## src/rtl/lcs_pkg.sv

```systemverilog
// Shared types and constants for the longest common subsequence block.
`default_nettype none
package lcs_pkg;
    localparam int LCS_MAX_LEN = 64;
    localparam int SYM_W = 8;
    localparam int VAL_W = 7;

    localparam logic [1:0] CMD_FIRST  = 2'd0;
    localparam logic [1:0] CMD_SECOND = 2'd1;
    localparam logic [1:0] CMD_RUN    = 2'd2;

    typedef enum logic [1:0] {
        DIR_UP   = 2'd0,
        DIR_LEFT = 2'd1,
        DIR_DIAG = 2'd2
    } lcs_dir_t;

    // data handed from one cell to the next
    typedef struct packed {
        logic             valid;
        logic [SYM_W-1:0] sym;
        logic [VAL_W-1:0] left;
        logic [VAL_W-1:0] diag;
    } lcs_link_t;
endpackage
`default_nettype wire

```

## src/rtl/lcs_cell.sv

```systemverilog
// One column cell of the systolic score array with its traceback column store.
`default_nettype none
module lcs_cell #(
    parameter int MAX_LEN = lcs_pkg::LCS_MAX_LEN,
    parameter int AW = (MAX_LEN > 1) ? $clog2(MAX_LEN) : 1
) (
    input  wire                       clk,
    input  wire                       rst_n,
    input  wire                       clear,
    input  lcs_pkg::lcs_link_t        link_in,
    output lcs_pkg::lcs_link_t        link_out,
    input  wire                       load_en,
    input  wire [lcs_pkg::SYM_W-1:0]  load_sym,
    input  wire [AW-1:0]              rd_addr,
    output lcs_pkg::lcs_dir_t         rd_dir,
    output logic [lcs_pkg::SYM_W-1:0] sym,
    output logic [lcs_pkg::VAL_W-1:0] val
);
    import lcs_pkg::*;

    logic [VAL_W-1:0] val_reg;
    logic [SYM_W-1:0] sym_reg;
    logic [AW-1:0]    row_reg;
    logic             out_valid_reg;
    logic [SYM_W-1:0] out_sym_reg;
    logic [VAL_W-1:0] out_diag_reg;
    lcs_dir_t         mem [MAX_LEN];
    lcs_dir_t         rd_reg;

    logic [VAL_W-1:0] best;
    logic [VAL_W-1:0] diag_inc;
    lcs_dir_t         dir;

    always_comb
    begin
        diag_inc = link_in.diag + VAL_W'(1);
        best = (link_in.left > val_reg) ? link_in.left : val_reg;
        if (link_in.sym == sym_reg && diag_inc > best)
        begin
            best = diag_inc;
        end
        if (best == val_reg)
        begin
            dir = DIR_UP;
        end
        else if (best == link_in.left)
        begin
            dir = DIR_LEFT;
        end
        else
        begin
            dir = DIR_DIAG;
        end
    end

    always_ff @(posedge clk or negedge rst_n)
    begin
        if (!rst_n)
        begin
            val_reg       <= '0;
            row_reg       <= '0;
            out_valid_reg <= 1'b0;
        end
        else if (clear)
        begin
            val_reg       <= '0;
            row_reg       <= '0;
            out_valid_reg <= 1'b0;
        end
        else
        begin
            out_valid_reg <= link_in.valid;
            if (link_in.valid)
            begin
                val_reg <= best;
                row_reg <= row_reg + AW'(1);
            end
        end
    end

    always_ff @(posedge clk)
    begin
        if (load_en)
        begin
            sym_reg <= load_sym;
        end
        if (link_in.valid)
        begin
            out_sym_reg  <= link_in.sym;
            out_diag_reg <= val_reg;
            mem[row_reg] <= dir;
        end
        rd_reg <= mem[rd_addr];
    end

    assign link_out.valid = out_valid_reg;
    assign link_out.sym   = out_sym_reg;
    assign link_out.left  = val_reg;
    assign link_out.diag  = out_diag_reg;
    assign rd_dir = rd_reg;
    assign sym    = sym_reg;
    assign val    = val_reg;
endmodule
`default_nettype wire

```

## config.mk

```make
export PLATFORM = sky130hd
export DESIGN_NAME = lcs_cell
export DESIGN_NICKNAME = d
export VERILOG_FILES = /design/src/rtl/lcs_pkg.sv /design/src/rtl/lcs_cell.sv
export SDC_FILE = /design/constraint.sdc
export NUM_CORES = 1
export LEC_CHECK = 0
export ABC_AREA = 1
export ABC_CLOCK_PERIOD_IN_PS = 5690
export BUFFER_PORTS_ARGS = -buffer_cell sky130_fd_sc_hd__clkbuf_2
export CORE_ASPECT_RATIO = 1.1
export CORE_MARGIN = 2
export CORE_UTILIZATION = 35
export DETAILED_ROUTE_END_ITERATION = 10
export PLACE_DENSITY = 0.62
export REMOVE_ABC_BUFFERS = 1
export SKIP_CTS_REPAIR_TIMING = 1
export SYNTH_ARGS = -nofsm -noshare
export SYNTH_HDL_FRONTEND = slang
export SYNTH_SLANG_ARGS = --single-unit
```

## constraint.sdc

```tcl
create_clock -name clk -period 5.69 [get_ports clk]
set_input_delay 0.569 -clock clk [delete_from_list [all_inputs] [get_ports clk]]
set_output_delay 0.569 -clock clk [all_outputs]
set_load 0.005 [all_outputs]
```

==> out/results.tsv, run 1 <==
stage	metric	value	unit
grt	grt-ovfl-total	0	
critical_path	startpoint_type	flop	
route	postRouteAntennaNets	0	
floorplan	die_y	164	um
yosys	syn_inst	829	
timing	hold_viol_final	0	
route	wl	19.0	mm
pwr	total_leakage_power	3.72	nW
yosys	synth_top_area_share	55.5	%
pwr	peakVddDrop	0.000194	V
floorplan	rows	58	
critical_path	worstPathRequired	5.83	ns
timing	post-route-period-util	81.6	%
pwr	cellPowerDensity	311	nW/um2
cells_and_area	layout_commonest_cell	nor2_1	
placement	place_congestion	0.889	
critical_path	cp-end-kind	flop	
grt	grt_pass1_wl	30.6	mm
yosys	synth_cell_type_count	38	
timing	tightestPinTransition	0.970	ns
yosys	syn_area	8180	um2
floorplan	initial_core_util	35.7	%
timing	fin_worst_skew	0.0120	ns
cells_and_area	most-common-layout-cells	169 x nor2_1, 151 x edfxtp_1, 121 x nand2_1	
yosys	synthFlopType	edfxtp_1	
route	drt_iter0_drc	401	
clock_network	clock_latency	0.43	ns
timing	hold_slack	0.0620	ns
clock_network	clkSlewWorstSetupHoldPaths	0.07	ns
timing	rsz0062_at_grt	false	
critical_path	crit_fanout	64	
cells_and_area	antennaDiodeCount	0	
critical_path	arrival	4.78	ns
yosys	yosys_register_bits	167	
clock_network	clock_path_buffers	2	
cells_and_area	drive_gt1_share	16.2	%
run_status	status	finished, final reports clean	
yosys	yosys_warnings	0	
grt	grt_usage	16.1	%
route	routedWlPerCell	15.7	um
cells_and_area	fin_nets	953	
route	vias_per_cell	5.05	
grt	antenna_found_initial	0	
floorplan	die_area	24600	um2
floorplan	fp.dieW	150	um
clock_network	cts_buffers	17	
hold_path	hp-class	input pin to asynchronous set/reset pin	
timing	fmax	0.215	GHz
critical_path	critical_path_class	flop to flop	
timing	maxSlewHeadroom	35.3	%
placement	numPortBuffers	80	
clock_network	h-tree-depth	4	
timing	setup-violations-final	0	
clock_network	cts.sinks	167	
cells_and_area	syn_to_final_growth	15.2	%
flow_run	cap_violations	0	
clock_network	cts_tree	built	
route	remaining_drc_errors	0	
yosys	synth_top_area_cell	edfxtp_1	
placement	place_hpwl	13.3	mm
grt	grt_max_degree	66	
clock_network	cts_root_buf	clkbuf_16	
yosys	synth-edff-count	151	
floorplan	num_io_pins	81	
timing	fin_crit	4.64	ns
yosys	async_reset_ff_share	8.38	%
yosys	synth_area_per_cell	9.86	um2
yosys	yosysSeqAreaShare	60.2	%
yosys	synthTopCellsByArea	edfxtp_1 55%, nor2_1 7.9%, nand2_1 5.6%	
grt	grt_pass1_vias	5966	
route	via_count	6110	
floorplan	core_area	22900	um2
cells_and_area	largest_reg_flops	128	
timing	final.setup.tns	0	ns
route	drtPass1Iterations	5	
timing	slew_violations	0	
## synth_stat cells, drive strengths merged, types with 9 or more instances
| cell | instances |
|---|---|
| nand4 | 14 |
| buf | 15 |
| inv | 65 |
| nor2 | 175 |
| clkbuf | 21 |
| nand3 | 48 |
| o21ai | 89 |
| dfrtp | 14 |
| nor3 | 11 |
| a21oi | 9 |
| ha | 16 |
| nand2 | 136 |
| edfxtp | 151 |
| o22ai | 37 |
## cells by family (layout without fill, tap and decap cells)
kind of cell / after synthesis / after routing / share of synthesized area (%)
and+or+nand+nor: 390 / 390 / 21.0
DFF: 167 / 167 / 60.2
AOI/OAI and AO/OA: 146 / 146 / 10.0
buffers and inverters: 101 / 181 / 5.39
adders and majority gates: 16 / 16 / 2.45
xor gates and xnor gates: 9 / 9 / 0.964
## power breakdown
group / switching [mW] / internal (mW) / total, mW / leakage, nW
logic: 0.263 / 0.132 / 0.395 / 1.74
clock network: 0.523 / 0.633 / 1.16 / 0.296
registers: 0.0196 / 1.36 / 1.38 / 1.68
total: 0.805 / 2.13 / 2.93 / 3.72
## stage by stage
step	cell area (um2)	std cells	worst slack (ns)	total power [mW]	util (%)
5_1_grt	9420	1209	0.601	3.06	41.1
6_report	9420	1209	1.05	2.93	41.1
2_1_floorplan	7980	793	0.529	1.66	-
3_3_place_gp	8810	1177	1.15	1.80	38.4
4_1_cts	9420	1209	1.05	2.96	41.1
3_5_place_dp	8810	1177	1.05	1.80	38.4
## routing by layer
metal,wire [um],GRT usage (%),up-vias
met3,1220,3.19,29
met2,9120,27.2,207
met5,0,0,-
li1,-,-,3020
met1,8270,20.6,2854
met4,407,5.96,0
## cell type report
cell class | count | area [um2]
Sequential cell | 167 | 4920
Clock inverter | 14 | 176
Tap cell | 300 | 375
Multi-Input combinational cell | 561 | 2830
Timing Repair Buffer | 84 | 443
Inverter | 65 | 244
Clock buffer | 18 | 429
Fill cell | 2250 | 13500
## final timing paths
path,start,endpoint,slack (ns),cells after the start
min in group clk,load_sym[1],sym[1]$_DFFE_PP_,0.31,1
setup reg to reg,val[6]$_DFFE_PN0P_,mem[6][0]$_DFFE_PP_,1.05,24
max in group asynchronous,rst_n,row_reg[4]$_DFFE_PN0P_,5.33,1
hold / removal,rst_n,val[0]$_DFFE_PN0P_,0.06,1
hold reg to reg,val[2]$_DFFE_PN0P_,out_diag_reg[2]$_DFFE_PP_,0.56,0
setup / recovery,val[6]$_DFFE_PN0P_,mem[6][0]$_DFFE_PP_,1.05,24
## critical path, stage by stage, from the launching register on
cell	delay, ns
dfrtp_1	0.49
inv_1	0.15
ha_1	0.33
nand2_2	0.07
nor2_4	0.14
nand2_1	0.10
nand2_4	0.15
nand2_4	0.11
nand2_1	0.09
nand2_2	0.06
ha_1	0.28
nand2_1	0.12
inv_1	0.05
a21oi_1	0.19
nand2_1	0.31
nand3_2	0.42
nand2_1	0.17
nand2_2	0.12
nand2_1	0.07
nand2_1	0.06
nand2_1	0.05
nor2_1	0.09
nand2_1	0.09
nor2_4	0.10
buf_4	0.49
(Power assumes the default switching activity.)
==> inputs of run 2 (changes only) <==
--- a/config.mk
+++ b/config.mk
@@ -5,14 +5,14 @@
 export SDC_FILE = /design/constraint.sdc
 export NUM_CORES = 1
 export LEC_CHECK = 0
-export ABC_AREA = 1
-export ABC_CLOCK_PERIOD_IN_PS = 5690
+export ABC_AREA = 0
+export ABC_CLOCK_PERIOD_IN_PS = 3900
 export BUFFER_PORTS_ARGS = -buffer_cell sky130_fd_sc_hd__clkbuf_2
 export CORE_ASPECT_RATIO = 1.1
 export CORE_MARGIN = 2
 export CORE_UTILIZATION = 35
 export DETAILED_ROUTE_END_ITERATION = 10
-export PLACE_DENSITY = 0.62
+export PLACE_DENSITY = 0.64
 export REMOVE_ABC_BUFFERS = 1
 export SKIP_CTS_REPAIR_TIMING = 1
 export SYNTH_ARGS = -nofsm -noshare
==> constraint.sdc (replaced) <==
create_clock -name clk -period 3.9 [get_ports clk]
set_input_delay 0.39 -clock clk [delete_from_list [all_inputs] [get_ports clk]]
set_output_delay 0.39 -clock clk [all_outputs]
set_load 0.005 [all_outputs]
==> run 2 against run 1 <==
  * The flow now finishes with violations (negative setup slack)
  * Worst setup slack worse by 1.3 ns
  * Cell count down 23%
  * Maximum frequency up 11%
  * Register-to-register slack lost 1.3 ns
  * First-iteration DRC count fell by 18%
  * Global-route usage is 1.1 points lower
  * Clock power up 42%
  * Via count down 23%
  * Synthesized area fell by 7.4%
  * Combinational power is 82% higher
  * Sequential power grew 51%
  * Final area is 2.1% higher
  * Critical path type unchanged
  * Largest cell class unchanged
  * Largest power group unchanged
==> out/results.tsv, run 2 <==
stage	metric	value	unit	change
floorplan	num_io_pins	81		unchanged
cells_and_area	antennaDiodeCount	0		unchanged
yosys	yosys_register_bits	167		unchanged
grt	grt-ovfl-total	0		unchanged
critical_path	cp_num_buf_inv	4		was 3
yosys	synthTopCellsByCount	151 x edfxtp_1, 85 x nor2_1, 42 x mux4_2		was 171 x nor2_1, 151 x edfxtp_1, 121 x nand2_1
run_status	status	complete, but fails checks		was finished, final reports clean
timing	fin_worst_skew	0.0159	ns	was 0.0120 ns
timing	fin_crit	4.18	ns	was 4.64 ns
critical_path	startpoint_type	flop		unchanged
clock_network	clkSlewWorstSetupHoldPaths	0.07	ns	about the same
timing	slew_violations	0		unchanged
pwr	peakVddDrop	0.000398	V	was 0.000194 V
yosys	synth_top_area_share	59.9	%	was 55.5%
critical_path	critical_path_class	flop to flop		unchanged
pwr	power_frac_seq	46.8	%	was 47.1%
critical_path	crit_fanout	8		was 64
grt	grt_max_degree	65		was 66
yosys	syn_area	7570	um2	was 8180 um2
clock_network	cts_tree	built		unchanged
floorplan	fp.dieW	144	um	was 150 um
pwr	total_leakage_power	3.47	nW	was 3.72 nW
route	vias_per_cell	5.05		about the same
timing	hold_slack	0.133	ns	was 0.0620 ns
floorplan	rows	56		was 58
timing	setup-violations-final	128		was 0
floorplan	die_area	22800	um2	was 24600 um2
hold_path	min_to	sym[7]$_DFFE_PP_		
pwr	internal_power	3.28	mW	was 2.13 mW
route	routedWlPerCell	18.9	um	was 15.7 um
critical_path	max_stage_delay	0.38	ns	was 0.49 ns
timing	tightestPinTransition	0.956	ns	was 0.970 ns
floorplan	die_y	158	um	was 164 um
pwr	p_sw	1.18	mW	was 0.805 mW
critical_path	path_cells	inv_1 -> ha_4 -> a21oi_2 -> a21oi_2 -> o21ai_4 -> mux2i_2 -> ha_1 -> nor2b_4 -> o211ai_1 -> a21oi_1 -> o31ai_2 -> buf_4 -> mux2i_1 -> buf_4 -> xnor2_2 -> o2111ai_4 -> and2_4 -> clkbuf_16		was inv_1 -> ha_1 -> nand2_2 -> nor2_4 -> nand2_1 -> nand2_4 -> nand2_4 -> nand2_1 -> nand2_2 -> ha_1 -> nand2_1 -> inv_1 -> a21oi_1 -> nand2_1 -> nand3_2 -> nand2_1 -> nand2_2 -> nand2_1 -> nand2_1 -> nand2_1 -> nor2_1 -> nand2_1 -> nor2_4 -> buf_4
placement	place_ws	-0.979	ns	was 1.05 ns
yosys	async_reset_ff_share	8.38	%	unchanged
yosys	synthTopCellsByArea	edfxtp_1 60%, mux4_2 12%, dfrtp_1 4.6%		was edfxtp_1 55%, nor2_1 7.9%, nand2_1 5.6%
clock_network	cts_root_buf	clkbuf_16		unchanged
grt	grt_pass1_wl	25.7	mm	was 30.6 mm
placement	numPortBuffers	80		unchanged
run_status	violations	negative setup slack		
critical_path	rr_startpoint	val[2]$_DFFE_PN0P_		was val[6]$_DFFE_PN0P_
clock_network	clock_latency	0.43	ns	about the same
route	postRouteAntennaNets	0		unchanged
timing	hold_viol_final	0		unchanged
pwr	power.share.clock	37.1	%	was 39.4%
cells_and_area	largest_reg_flops	128		unchanged
critical_path	arrival	4.35	ns	was 4.78 ns
timing	fmax	0.239	GHz	was 0.215 GHz
cells_and_area	most-common-layout-cells	151 x edfxtp_1, 84 x nor2_1, 80 x clkbuf_2		was 169 x nor2_1, 151 x edfxtp_1, 121 x nand2_1
clock_network	cts_buffers	17		unchanged
yosys	syn_inst	495		was 829
yosys	synth-edff-count	151		unchanged
placement	place_congestion	0.885		was 0.889
hold_path	hp-class	input pin to flop		was input pin to asynchronous set/reset pin
pwr	combPwrFrac	16.1	%	was 13.5%
yosys	synth_top_area_cell	edfxtp_1		unchanged
route	drtPass1Iterations	5		unchanged
floorplan	initial_core_util	35.5	%	was 35.7%
pwr	cellPowerDensity	464	nW/um2	was 311 nW/um2
critical_path	slowest_stage	dfrtp_1		unchanged
critical_path	reg2reg_to	mem[49][1]$_DFFE_PP_		was mem[6][0]$_DFFE_PP_
hold_path	whs_path_depth	1		
timing	rsz0062_at_grt	true		was false
cells_and_area	syn_to_final_growth	27.0	%	was 15.2%
pwr	total_power	4.46	mW	was 2.93 mW
cells_and_area	fin_nets	687		was 953
critical_path	cp_top_family	compound AO/OA/AOI/OAI gates		was simple AND/OR/NAND/NOR gates
critical_path	r2r_slack	-0.28	ns	was 1.05 ns
grt	antenna_found_initial	0		unchanged
timing	maxSlewHeadroom	36.3	%	was 35.3%
cells_and_area	layout_commonest_cell	edfxtp_1		was nor2_1
timing	post-route-period-util	107	%	was 81.6%
timing	setup_slack	-0.278	ns	was 1.05 ns
critical_path	cp-end-kind	flop		unchanged
grt	grt_usage	15.1	%	was 16.1%
route	wl	17.7	mm	was 19.0 mm
placement	place_hpwl	11.4	mm	was 13.3 mm
clock_network	h-tree-depth	4		unchanged
critical_path	worstRegToRegCells	18		was 24
yosys	yosys_warnings	0		unchanged
yosys	synthFlopType	edfxtp_1		unchanged
critical_path	worstPathRequired	4.07	ns	was 5.83 ns
route	drt_iter0_drc	328		was 401
grt	grt_pass1_vias	4849		was 5966
yosys	yosysMostFrequentCell	edfxtp_1		was nor2_1
floorplan	core_area	21300	um2	was 22900 um2
route	remaining_drc_errors	0		unchanged
yosys	yosysSeqAreaShare	65.1	%	was 60.2%
yosys	synth_cell_type_count	41		was 38
cells_and_area	drive_gt1_share	38.7	%	was 16.2%
clock_network	clock_path_buffers	2		unchanged
hold_path	worstHoldStart	load_sym[7]		
flow_run	cap_violations	0		unchanged
pwr	switching_share	26.4	%	was 27.5%
route	via_count	4711		was 6110
yosys	synth_area_per_cell	15.3	um2	was 9.86 um2
clock_network	cts.sinks	167		unchanged
run 2: power groups by stage:
stage	sequential, mW	clock, mW	combinational (mW)
global placement	2.13	0	0.512
finish	2.09	1.65	0.720
floorplan	2.14	0	0.246
CTS	2.09	1.68	0.529
global route	2.09	1.76	0.773
detailed placement	2.13	0	0.527
run 2: layer usage:
layer	vias to the layer above	GRT usage (%)	share of wire (%)
met1	2348	18.9	39
met4	0	3.98	1.8
met3	26	3.87	6.3
li1	2147	-	-
met5	-	0	0
met2	190	26.0	52
run 2: cells by family (layout without fill, tap and decap cells):
family / after synthesis / count (layout) / synth area share (%)
buffers and inverters: 45 / 190 / 2.79
DFF: 167 / 167 / 65.1
and+or+nand+nor: 145 / 148 / 8.51
adders and majority gates: 16 / 16 / 2.65
xor gates and xnor gates: 33 / 33 / 3.82
muxes: 56 / 56 / 14.4
AOI/OAI and AO/OA: 33 / 33 / 2.79
run 2: worst max path at each step:
stage / startpoint / cells after the start / endpoint / slack (ns)
after CTS: val[2]$_DFFE_PN0P_ / 16 / mem[29][0]$_DFFE_PP_ / -0.92
after global placement: link_in[9] / 16 / mem[8][0]$_DFFE_PP_ / -0.76
after floorplan: val[6]$_DFFE_PN0P_ / 15 / mem[0][0]$_DFFE_PP_ / -1.88
after global routing: val[4]$_DFFE_PN0P_ / 18 / mem[49][1]$_DFFE_PP_ / -0.47
final: val[2]$_DFFE_PN0P_ / 18 / mem[49][1]$_DFFE_PP_ / -0.28
after detailed placement: link_in[9] / 16 / mem[0][0]$_DFFE_PP_ / -0.98
run 2: metrics by stage:
step           std cells  TNS [ns]  cell area (um2)  utilization (%)
2_1_floorplan        465   -182.02             7410                -
3_3_place_gp         880    -79.84             8550             40.1
3_5_place_dp         880    -95.13             8550             40.1
4_1_cts              912    -85.81             9150             43.0
5_1_grt              933    -55.16             9610             45.1
6_report             933    -30.22             9610             45.1
run 2: final cells by class:
class / instances / area [um2]
fill: 1892 / 11700
sequential: 167 / 4920
multi-input combinational: 286 / 2650
timing repair buffer: 143 / 1010
clock buffer: 17 / 425
tap: 290 / 363
clock inverter: 15 / 180
inverter: 15 / 56.3
==> inputs of run 3 (changes only) <==
--- a/config.mk
+++ b/config.mk
@@ -6,13 +6,13 @@
 export NUM_CORES = 1
 export LEC_CHECK = 0
 export ABC_AREA = 0
-export ABC_CLOCK_PERIOD_IN_PS = 3900
+export ABC_CLOCK_PERIOD_IN_PS = 5390
 export BUFFER_PORTS_ARGS = -buffer_cell sky130_fd_sc_hd__clkbuf_2
 export CORE_ASPECT_RATIO = 1.1
 export CORE_MARGIN = 2
 export CORE_UTILIZATION = 35
 export DETAILED_ROUTE_END_ITERATION = 10
-export PLACE_DENSITY = 0.64
+export PLACE_DENSITY = 0.62
 export REMOVE_ABC_BUFFERS = 1
 export SKIP_CTS_REPAIR_TIMING = 1
 export SYNTH_ARGS = -nofsm -noshare
==> constraint.sdc (replaced) <==
create_clock -name clk -period 5.39 [get_ports clk]
set_input_delay 0.539 -clock clk [delete_from_list [all_inputs] [get_ports clk]]
set_output_delay 0.539 -clock clk [all_outputs]
set_load 0.005 [all_outputs]
==> run 3 against run 2 <==
  * The flow now finishes without violations
  * Sequential power down 28%
  * Worst hold slack worse by 0.11 ns
  * Non-clock buffer count down 54
  * Combinational power down 53%
==> out/results.tsv, run 3 (synthesized netlist as in run 2, its figures left out) <==
stage	metric	value	unit	change
run_status	status	finished, final reports clean		was complete, but fails checks
timing	slew_violations	0		unchanged
route	wl	16.0	mm	was 17.7 mm
cells_and_area	antennaDiodeCount	0		unchanged
floorplan	die_y	158	um	unchanged
floorplan	fp.dieW	144	um	unchanged
clock_network	h-tree-depth	4		unchanged
timing	setup-violations-final	0		was 128
critical_path	cp_num_buf_inv	2		was 4
placement	place_area	8240	um2	was 8550 um2
hold_path	hp-class	input pin to asynchronous set/reset pin		was input pin to flop
critical_path	slowest_stage	nor2b_4		was dfrtp_1
pwr	cellPowerDensity	349	nW/um2	was 464 nW/um2
timing	post-route-period-util	88.4	%	was 107%
route	via_count	4349		was 4711
route	wl_met3	897	um	was 1.12 mm
floorplan	core_area	21300	um2	unchanged
critical_path	cp-end-kind	flop		unchanged
critical_path	crit_fanout	33		was 8
pwr	total_leakage_power	3.11	nW	was 3.47 nW
clock_network	cts.sinks	167		unchanged
critical_path	startpoint_type	flop		unchanged
timing	fin_crit	4.77	ns	was 4.18 ns
timing	fin_worst_skew	0.00970	ns	was 0.0159 ns
critical_path	reg2reg_to	mem[54][0]$_DFFE_PP_		was mem[49][1]$_DFFE_PP_
critical_path	cp_top_family	compound AO/OA/AOI/OAI gates		unchanged
grt	grt-ovfl-total	0		unchanged
floorplan	initial_core_util	35.5	%	unchanged
cells_and_area	stdcell_count	876		was 933
route	top_layer_used	met4		unchanged
flow_run	cap_violations	0		unchanged
timing	tightestPinTransition	0.920	ns	was 0.956 ns
clock_network	cts_buffers	17		unchanged
route	met1_length	6.80	mm	was 6.98 mm
placement	place_ws	0.0468	ns	was -0.979 ns
cells_and_area	fin_nets	630		was 687
grt	grt_usage	14.9	%	was 15.1%
cells_and_area	syn_to_final_growth	17.3	%	was 27.0%
route	remaining_drc_errors	0		unchanged
grt	antenna_found_initial	0		unchanged
placement	dp_cells	843		was 880
route	vias_per_cell	4.96		was 5.05
clock_network	clock_path_buffers	2		unchanged
critical_path	worstPathRequired	5.65	ns	was 4.07 ns
clock_network	cts_root_buf	clkbuf_16		unchanged
route	routedWlPerCell	18.3	um	was 18.9 um
critical_path	critical_path_class	flop to flop		unchanged
clock_network	clkSlewWorstSetupHoldPaths	0.07	ns	about the same
route	drt_iter0_drc	234		was 328
critical_path	arrival	5.02	ns	was 4.35 ns
grt	grt_pass1_vias	4692		was 4849
route	wl_met2	8.20	mm	was 9.26 mm
critical_path	r2r_slack	0.62	ns	was -0.28 ns
critical_path	rr_startpoint	val[6]$_DFFE_PN0P_		was val[2]$_DFFE_PN0P_
pwr	peakVddDrop	0.000319	V	was 0.000398 V
cells_and_area	layout_commonest_cell	edfxtp_1		unchanged
grt	grt_max_degree	65		unchanged
placement	place_hpwl	10.9	mm	was 11.4 mm
cells_and_area	design_area	8880	um2	was 9610 um2
grt	grt_pass1_wl	25.3	mm	was 25.7 mm
route	postRouteAntennaNets	0		unchanged
critical_path	path_cells	inv_1 -> ha_1 -> a21oi_1 -> o21ai_0 -> o21ai_4 -> mux2i_1 -> ha_1 -> nor2b_1 -> o211ai_1 -> a21oi_1 -> o31ai_2 -> mux2i_1 -> xnor2_1 -> o2111ai_1 -> nor2b_4 -> buf_16		was inv_1 -> ha_4 -> a21oi_2 -> a21oi_2 -> o21ai_4 -> mux2i_2 -> ha_1 -> nor2b_4 -> o211ai_1 -> a21oi_1 -> o31ai_2 -> buf_4 -> mux2i_1 -> buf_4 -> xnor2_2 -> o2111ai_4 -> and2_4 -> clkbuf_16
timing	hold_slack	0.0206	ns	was 0.133 ns
clock_network	clock_latency	0.42	ns	was 0.43 ns
timing	fmax	0.210	GHz	was 0.239 GHz
timing	setup_slack	0.625	ns	was -0.278 ns
cells_and_area	drive_gt1_share	28.8	%	was 38.7%
timing	rsz0062_at_grt	false		was true
timing	hold_viol_final	0		unchanged
placement	numPortBuffers	80		unchanged
cells_and_area	largest_reg_flops	128		unchanged
clock_network	cts_tree	built		unchanged
cells_and_area	post-route-util	41.7	%	was 45.1%
timing	maxSlewHeadroom	38.7	%	was 36.3%
floorplan	rows	56		unchanged
placement	place_congestion	0.850		was 0.885
cells_and_area	most-common-layout-cells	151 x edfxtp_1, 85 x nor2_1, 80 x clkbuf_2		was 151 x edfxtp_1, 84 x nor2_1, 80 x clkbuf_2
route	drtPass1Iterations	4		was 5
critical_path	worstRegToRegCells	16		was 18
floorplan	die_area	22800	um2	unchanged
critical_path	max_stage_delay	0.66	ns	was 0.38 ns
floorplan	num_io_pins	81		unchanged
[run 3: cell types whose count changed in the layout (fill, tap and decap cells not counted), sizes merged]
cell	before	now
nor2b	13	10
bufinv	0	2
clkinv	7	3
clkbuf	99	97
clkinvlp	2	1
buf	60	9
inv	21	24
dlygate4sd3	1	0
[run 3: worst max path at each step]
| stage | from | cells past startpoint | endpoint |
|---|---|---|---|
| after global placement | link_in[13] | 15 | mem[4][0]$_DFFE_PP_ |
| final | val[6]$_DFFE_PN0P_ | 16 | mem[54][0]$_DFFE_PP_ |
| after global routing | val[6]$_DFFE_PN0P_ | 16 | mem[54][0]$_DFFE_PP_ |
| after floorplan | link_in[13] | 14 | mem[0][0]$_DFFE_PP_ |
| after CTS | val[6]$_DFFE_PN0P_ | 15 | mem[54][0]$_DFFE_PP_ |
| after detailed placement | link_in[13] | 15 | mem[1][0]$_DFFE_PP_ |
[run 3: where the power goes]
| group | internal (mW) | switching, mW | total (mW) |
|---|---|---|---|
| clock | 0.705 | 0.543 | 1.25 |
| sequential | 1.50 | 0.0169 | 1.51 |
| combinational | 0.136 | 0.202 | 0.338 |
[run 3: area by class of cell]
cell class | instances | area (um2)
Inverter | 15 | 56.3
Fill cell | 1997 | 12400
Sequential cell | 167 | 4920
Timing Repair Buffer | 89 | 488
Clock inverter | 15 | 183
Clock buffer | 17 | 425
Tap cell | 290 | 363
Multi-Input combinational cell | 283 | 2440
[run 3: routing by layer]
metal / track usage [%] / up-vias
met4: 3.47 / 0
met1: 18.4 / 2186
met2: 26.3 / 128
li1: - / 2023
met3: 3.87 / 12
met5: 0 / -
[run 3: through the flow]
step	setup TNS, ns	power, mW
2_1_floorplan	-25.48	1.73
3_3_place_gp	0	1.87
3_5_place_dp	0	1.88
4_1_cts	0	3.12
5_1_grt	0	3.22
6_report	0	3.10
